### src/sv/rdc_pkg.sv
package rdc_pkg;

    localparam int BASE_MIN = 2;
    localparam int BASE_MAX = 36;

    localparam logic [6:0] ASCII_ZERO  = 7'd48;
    localparam logic [6:0] ASCII_ALPHA = 7'd55;

    typedef struct packed {
        logic [63:0] value;
        logic [5:0]  number_base;
    } t_in_item;

    typedef struct packed {
        logic [6:0] digit_char;
        logic       last_digit;
    } t_out_item;

    // digits 0-9 then A-Z; codes above 35 map to '0'
    function automatic logic [6:0] digit_to_ascii(input logic [5:0] d);
        logic [6:0] c;
        if (d < 6'd10) begin
            c = ASCII_ZERO + {1'b0, d};
        end else if (d < 6'(BASE_MAX)) begin
            c = ASCII_ALPHA + {1'b0, d};
        end else begin
            c = ASCII_ZERO;
        end
        return c;
    endfunction

endpackage

### src/sv/rdc_ram.sv
module rdc_ram #(
    parameter int WIDTH = 6,
    parameter int DEPTH = 64
) (
    input  logic                     i_clk,
    input  logic                     i_we,
    input  logic [$clog2(DEPTH)-1:0] i_waddr,
    input  logic [WIDTH-1:0]         i_wdata,
    input  logic [$clog2(DEPTH)-1:0] i_raddr,
    output logic [WIDTH-1:0]         o_rdata
);

    logic [WIDTH-1:0] r_mem [DEPTH];
    logic [WIDTH-1:0] r_rdata;

    always_ff @(posedge i_clk) begin
        if (i_we) begin
            r_mem[i_waddr] <= i_wdata;
        end
        r_rdata <= r_mem[i_raddr];
    end

    assign o_rdata = r_rdata;

endmodule

### src/sv/rdc_divider.sv
module rdc_divider #(
    parameter int VALUE_WIDTH = 64
) (
    input  logic                   i_clk,
    input  logic                   i_rst_n,
    input  logic                   i_start,
    input  logic [VALUE_WIDTH-1:0] i_dividend,
    input  logic [5:0]             i_divisor,
    output logic                   o_done,
    output logic [VALUE_WIDTH-1:0] o_quotient,
    output logic [5:0]             o_remainder
);

    localparam int CNT_W = $clog2(VALUE_WIDTH + 1);

    logic                   r_busy;
    logic                   r_done;
    logic [CNT_W-1:0]       r_cnt;
    logic [VALUE_WIDTH-1:0] r_q;
    logic [5:0]             r_rem;

    logic [6:0] rem_sh;
    logic [6:0] rem_diff;
    logic       ge;

    // restoring step, one quotient bit per cycle
    assign rem_sh   = {r_rem, r_q[VALUE_WIDTH-1]};
    assign ge       = rem_sh >= {1'b0, i_divisor};
    assign rem_diff = rem_sh - {1'b0, i_divisor};

    always_ff @(posedge i_clk) begin
        if (!i_rst_n) begin
            r_busy <= 1'b0;
            r_done <= 1'b0;
            r_cnt  <= '0;
        end else begin
            r_done <= 1'b0;
            if (i_start) begin
                r_busy <= 1'b1;
                r_cnt  <= CNT_W'(VALUE_WIDTH);
            end else if (r_busy) begin
                r_cnt <= r_cnt - 1'b1;
                if (r_cnt == CNT_W'(1)) begin
                    r_busy <= 1'b0;
                    r_done <= 1'b1;
                end
            end
        end
    end

    always_ff @(posedge i_clk) begin
        if (i_start) begin
            r_q   <= i_dividend;
            r_rem <= '0;
        end else if (r_busy) begin
            r_q   <= {r_q[VALUE_WIDTH-2:0], ge};
            r_rem <= ge ? rem_diff[5:0] : rem_sh[5:0];
        end
    end

    assign o_done      = r_done;
    assign o_quotient  = r_q;
    assign o_remainder = r_rem;

endmodule

### src/sv/radix_digit_converter_top.sv
// Each digit is produced by the shared bit-serial divider, through S_START and S_WAIT;
// each character is then read from the digit store in S_RD and loaded into the output
// register in S_LD, which holds while the output is stalled. A zero value gives one digit.
// One item at a time: the input is ready only when no conversion is in progress.
// Synchronous active-low reset clears the sequencer, counters and valid flags;
// the digit store is not cleared and needs no clearing pass.
module radix_digit_converter_top
    import rdc_pkg::*;
#(
    parameter int MAX_DIGITS  = 64,
    parameter int VALUE_WIDTH = 64
) (
    input  logic      i_clk,
    input  logic      i_rst_n,
    input  logic      i_in_valid,
    output logic      o_in_ready,
    input  t_in_item  i_in_data,
    output logic      o_out_valid,
    input  logic      i_out_ready,
    output t_out_item o_out_data
);

    localparam int IDX_W = $clog2(MAX_DIGITS);
    localparam int CNT_W = $clog2(MAX_DIGITS + 1);

    localparam logic [2:0] S_IDLE  = 3'd0;
    localparam logic [2:0] S_START = 3'd1;
    localparam logic [2:0] S_WAIT  = 3'd2;
    localparam logic [2:0] S_RD    = 3'd3;
    localparam logic [2:0] S_LD    = 3'd4;

    logic [2:0]             r_state, n_state;
    logic [VALUE_WIDTH-1:0] r_quot, n_quot;
    logic [5:0]             r_base, n_base;
    logic [CNT_W-1:0]       r_count, n_count;
    logic [IDX_W-1:0]       r_idx, n_idx;
    logic                   r_ovalid, n_ovalid;
    t_out_item              r_odata, n_odata;

    logic                   div_start;
    logic                   div_done;
    logic [VALUE_WIDTH-1:0] div_quot;
    logic [5:0]             div_rem;
    logic                   ram_we;
    logic [5:0]             ram_rdata;
    logic [CNT_W-1:0]       count_inc;
    logic [5:0]             base_clamped;

    rdc_divider #(
        .VALUE_WIDTH(VALUE_WIDTH)
    ) u_div (
        .i_clk       (i_clk),
        .i_rst_n     (i_rst_n),
        .i_start     (div_start),
        .i_dividend  (r_quot),
        .i_divisor   (r_base),
        .o_done      (div_done),
        .o_quotient  (div_quot),
        .o_remainder (div_rem)
    );

    rdc_ram #(
        .WIDTH(6),
        .DEPTH(MAX_DIGITS)
    ) u_store (
        .i_clk   (i_clk),
        .i_we    (ram_we),
        .i_waddr (r_count[IDX_W-1:0]),
        .i_wdata (div_rem),
        .i_raddr (r_idx),
        .o_rdata (ram_rdata)
    );

    assign count_inc = r_count + 1'b1;

    always_comb begin
        if (i_in_data.number_base < 6'(BASE_MIN)) begin
            base_clamped = 6'(BASE_MIN);
        end else if (i_in_data.number_base > 6'(BASE_MAX)) begin
            base_clamped = 6'(BASE_MAX);
        end else begin
            base_clamped = i_in_data.number_base;
        end
    end

    always_comb begin
        n_state   = r_state;
        n_quot    = r_quot;
        n_base    = r_base;
        n_count   = r_count;
        n_idx     = r_idx;
        n_ovalid  = r_ovalid;
        n_odata   = r_odata;
        div_start = 1'b0;
        ram_we    = 1'b0;

        if (r_ovalid && i_out_ready) begin
            n_ovalid = 1'b0;
        end

        case (r_state)
            S_IDLE: begin
                if (i_in_valid) begin
                    n_quot  = i_in_data.value[VALUE_WIDTH-1:0];
                    n_base  = base_clamped;
                    n_count = '0;
                    n_state = S_START;
                end
            end
            S_START: begin
                div_start = 1'b1;
                n_state   = S_WAIT;
            end
            S_WAIT: begin
                if (div_done) begin
                    // a zero value still runs one division and stores digit 0
                    ram_we  = 1'b1;
                    n_count = count_inc;
                    n_quot  = div_quot;
                    if (div_quot != '0 && count_inc != CNT_W'(MAX_DIGITS)) begin
                        n_state = S_START;
                    end else begin
                        n_idx   = r_count[IDX_W-1:0];
                        n_state = S_RD;
                    end
                end
            end
            S_RD: begin
                n_state = S_LD;
            end
            S_LD: begin
                if (!r_ovalid || i_out_ready) begin
                    n_ovalid           = 1'b1;
                    n_odata.digit_char = digit_to_ascii(ram_rdata);
                    n_odata.last_digit = (r_idx == '0);
                    if (r_idx == '0) begin
                        n_state = S_IDLE;
                    end else begin
                        n_idx   = r_idx - 1'b1;
                        n_state = S_RD;
                    end
                end
            end
            default: begin
                n_state = S_IDLE;
            end
        endcase
    end

    always_ff @(posedge i_clk) begin
        if (!i_rst_n) begin
            r_state  <= S_IDLE;
            r_count  <= '0;
            r_ovalid <= 1'b0;
        end else begin
            r_state  <= n_state;
            r_count  <= n_count;
            r_ovalid <= n_ovalid;
        end
    end

    always_ff @(posedge i_clk) begin
        r_quot  <= n_quot;
        r_base  <= n_base;
        r_idx   <= n_idx;
        r_odata <= n_odata;
    end

    assign o_in_ready  = (r_state == S_IDLE);
    assign o_out_valid = r_ovalid;
    assign o_out_data  = r_odata;

endmodule
### config.mk
export PLATFORM = sky130hd
export DESIGN_NAME = radix_digit_converter_top
export DESIGN_NICKNAME = d
export VERILOG_FILES = /design/src/sv/rdc_pkg.sv /design/src/sv/rdc_ram.sv /design/src/sv/rdc_divider.sv /design/src/sv/radix_digit_converter_top.sv
export SDC_FILE = /design/constraint.sdc
export NUM_CORES = 1
export LEC_CHECK = 0
export BUFFER_PORTS_ARGS = -buffer_cell sky130_fd_sc_hd__buf_2
export CORE_MARGIN = 3
export CORE_UTILIZATION = 65
export CTS_CLUSTER_DIAMETER = 60
export DETAILED_ROUTE_END_ITERATION = 12
export PLACE_DENSITY = 0.83
export SYNTH_ARGS = -nofsm -noshare
export SYNTH_HDL_FRONTEND = slang
export SYNTH_SLANG_ARGS = --single-unit
### constraint.sdc
create_clock -name i_clk -period 5.3 [get_ports i_clk]
set_input_delay 0.53 -clock i_clk [delete_from_list [all_inputs] [get_ports i_clk]]
set_output_delay 0.53 -clock i_clk [all_outputs]
set_load 0.02 [all_outputs]
==> run metrics <==
wire per inst=24.3 um; post_cts resized=0; count leader, synth=edfxtp_1; Reg power frac=55.4%; H-tree depth=2; combinational power share=8.6%; Routed WL=48.5 mm; TNS Setup=0 ps; CP Capture Type=flop; clock tree buffer depth=3; Hold Fails Final Rpt=0; Vias/cell=6.36; Vias=12.7k; post-synth top area share=68.7%; Fmax achieved=270 MHz; R2R Setup Slk=1600 ps; clk_lat worst skew=580 ps; Crit Path Class=flop to flop; EDFF count, synth=532; Synth Area in XOR/XNOR=0.489%; clock skew=14.0 ps; CP Cell Sequence=nor3b_4 > buf_4 > nand2_2 > nor2_1 > nand3b_1 > nor2_1; dpl hpwl=29.1 mm; initial antenna violation count=3; synthesized instance count=1423; Clk pwr share=36.0%; clk sinks=564; Tot Pwr=10.4 mW; Synth Area in Simple Gates=7.91%; GPL Wtd Cong=0.829; # DRC=0; clock period minus worst slack=3700 ps; Port Buffers=83; setup ws final=1600 ps; Pins Over Slew Limit=0; area leader, netlist=edfxtp_1; number of warnings issued by yosys=0; Synth cell types=55; row cnt=68; largest family of logic cells by synthesized area=multiplexers; ys flop type=edfxtp_1; Slowest-stage cell, CP=nor2_1; hold_buf cts=0; mux contribution to synthesized area=14.6%; CP Data Required Time=5500 ps; final hold slack=197 ps; DR iter-0 viols=1297; Power Internal=7.94 mW; number of synthesized register bits=564; ys async rst share=0%; antenna-violating nets left=0; Avg Cell Area, Syn=16.3 um2; Worst EP arrival=3900 ps; Synthesized Nets=1513; area grow syn2layout=10.7%; Leakage=8.94 nW; DR pass1 iterations=5; final setup fails=0; die area=0.0381 mm2; synth top area cells=edfxtp_1 (69%), mux4_2 (9.3%), nand2_1 (3.6%), mux2_2 (3.1%), dfxtp_1 (2.8%); P per Cell Area=404 mW/mm2; Finished Core Util=73.8%; RSZ-0062 raised after global routing=no; Post-CTS Setup Inserts=0; Fill cells=2063; layout cell share with drive strength beyond 1=22.8%; CTS tree=done; Crit Path Max Fanout=68; P_sw=2.46 mW; Die W=195 um; final layout net count=1589; Clock Pin Slew Worst Setup and Hold Paths=60 ps; worst stage delay on the critical path=720 ps; adder-cell share of the synthesized area=0.936%; pre-CTS WS=1700 ps; slew of the pin with the lowest slew margin=1310 ps; total grt overflow=0; synthesized area=0.0233 mm2; Hold Crit Class=input port to flop; Tot GR Track Use=25.7%; Max-slew headroom=12.3%; Critical Path Start Type=flop; most used cell, CP=nor2_1; core area=0.0349 mm2; Max rail drop VDD=0.000363 V; largest net degree at the start of global routing=99; vias in the first global route=13.0k; first-pass GRT wire length=75.3 mm; io pins=84; CTS Buf Count=54; Root Buffer=clkbuf_16; Switching Fraction=23.7%; Compound-Gate Fraction of Synth Area=2.74%; Starting Density=66.7%; sequential area share after synthesis=71.4%; max-cap violations=0; Synth top cells by count=edfxtp_1 (532), nand2_1 (221), nor2_1 (107), mux4_2 (96), mux2_2 (64); status=finished, final reports clean; height of the die=195 um; fin crit share=69.8%
-- kinds of logic after synthesis --
kind of cell | Yosys count
flops | 564
simple gates | 421
mux | 211
compound gates | 100
buf+inv | 97
fa+ha+maj | 17
xor+xnor | 13
-- final timing paths --
kind                        from              endpoint  cells past startpoint
setup / recovery      r_state[1]  u_store.r_mem[28][0]                      6
hold / removal      i_in_data[5]             r_base[5]                      1
setup reg to reg      r_state[1]  u_store.r_mem[28][0]                      6
hold reg to reg   u_div.r_cnt[1]        u_div.r_cnt[1]                      2
-- worst max-delay path: cells and delay by family, from the launching register on --
kind,cells,cell delay (ps)
buffers and inverters,1,700
DFF,1,490
and+or+nand+nor,5,2120
-- layout by cell type, fill, tap and decap left out, drive strengths merged, types with 6 or more instances in the layout --
master / instances
nor4: 18
ha: 15
xnor2: 8
mux2: 64
clkinv: 17
and4: 6
dfxtp: 32
edfxtp: 532
mux4: 96
nor3: 10
and2: 7
nand3: 7
buf: 96
clkbuf: 79
a22oi: 26
mux2i: 51
nand2: 222
a21oi: 25
nor2b: 12
nand4: 6
o21ai: 24
inv: 22
nor2: 108
-- power groups by stage --
| stage | clock (mW) | sequential (mW) | combinational, mW |
|---|---|---|---|
| after detailed placement | 0 | 5.86 | 0.903 |
| after CTS | 3.78 | 5.77 | 0.907 |
| after global routing | 3.95 | 5.80 | 1.00 |
| final | 3.74 | 5.77 | 0.894 |
| after floorplan | 0 | 5.86 | 0.461 |
| after global placement | 0 | 5.85 | 0.869 |
-- sequential cells by signal, summed over array words and instances, names as in the netlist --
| register | cells |
|---|---|
| u_store.r_mem | 384 |
| r_quot | 64 |
| u_div.o_quotient | 64 |
| o_out_data | 8 |
| r_count | 7 |
| u_div.r_cnt | 7 |
| r_base | 6 |
| r_idx | 6 |
| u_div.o_remainder | 6 |
| u_store.o_rdata | 6 |
| r_state | 3 |
| o_out_valid | 1 |
| u_div.o_done | 1 |
| u_div.r_busy | 1 |
-- area by class of cell --
| class | instances | area [um2] | share of cell area (%) |
|---|---|---|---|
| tap | 455 | 569 | 2.21 |
| clock buffer | 79 | 1560 | 6.04 |
| timing repair buffer | 96 | 538 | 2.09 |
| inverter | 21 | 78.8 | 0.306 |
| clock inverter | 21 | 176 | 0.685 |
| multi-input combinational | 762 | 6210 | 24.1 |
| antenna | 1 | 2.50 | 0.00972 |
| sequential | 564 | 16600 | 64.5 |
-- per-layer routing --
metal  global-route usage (%)  share of wire [%]  vias to the layer above
met2                     41.2                 49                      655
met4                     9.19                3.5                        4
li1                         -                  -                     5612
met1                     36.4                 39                     6341
met5                        0              0.066                        -
met3                     4.52                8.7                      111
-- metrics by stage --
stage	instances	cell area (um2)
2_1_floorplan	1423	23300
3_3_place_gp	1898	24000
3_5_place_dp	1898	24000
4_1_cts	1998	25800
5_1_grt	1999	25800
6_report	1999	25800
Note: power is estimated with default switching activity, not from simulation.
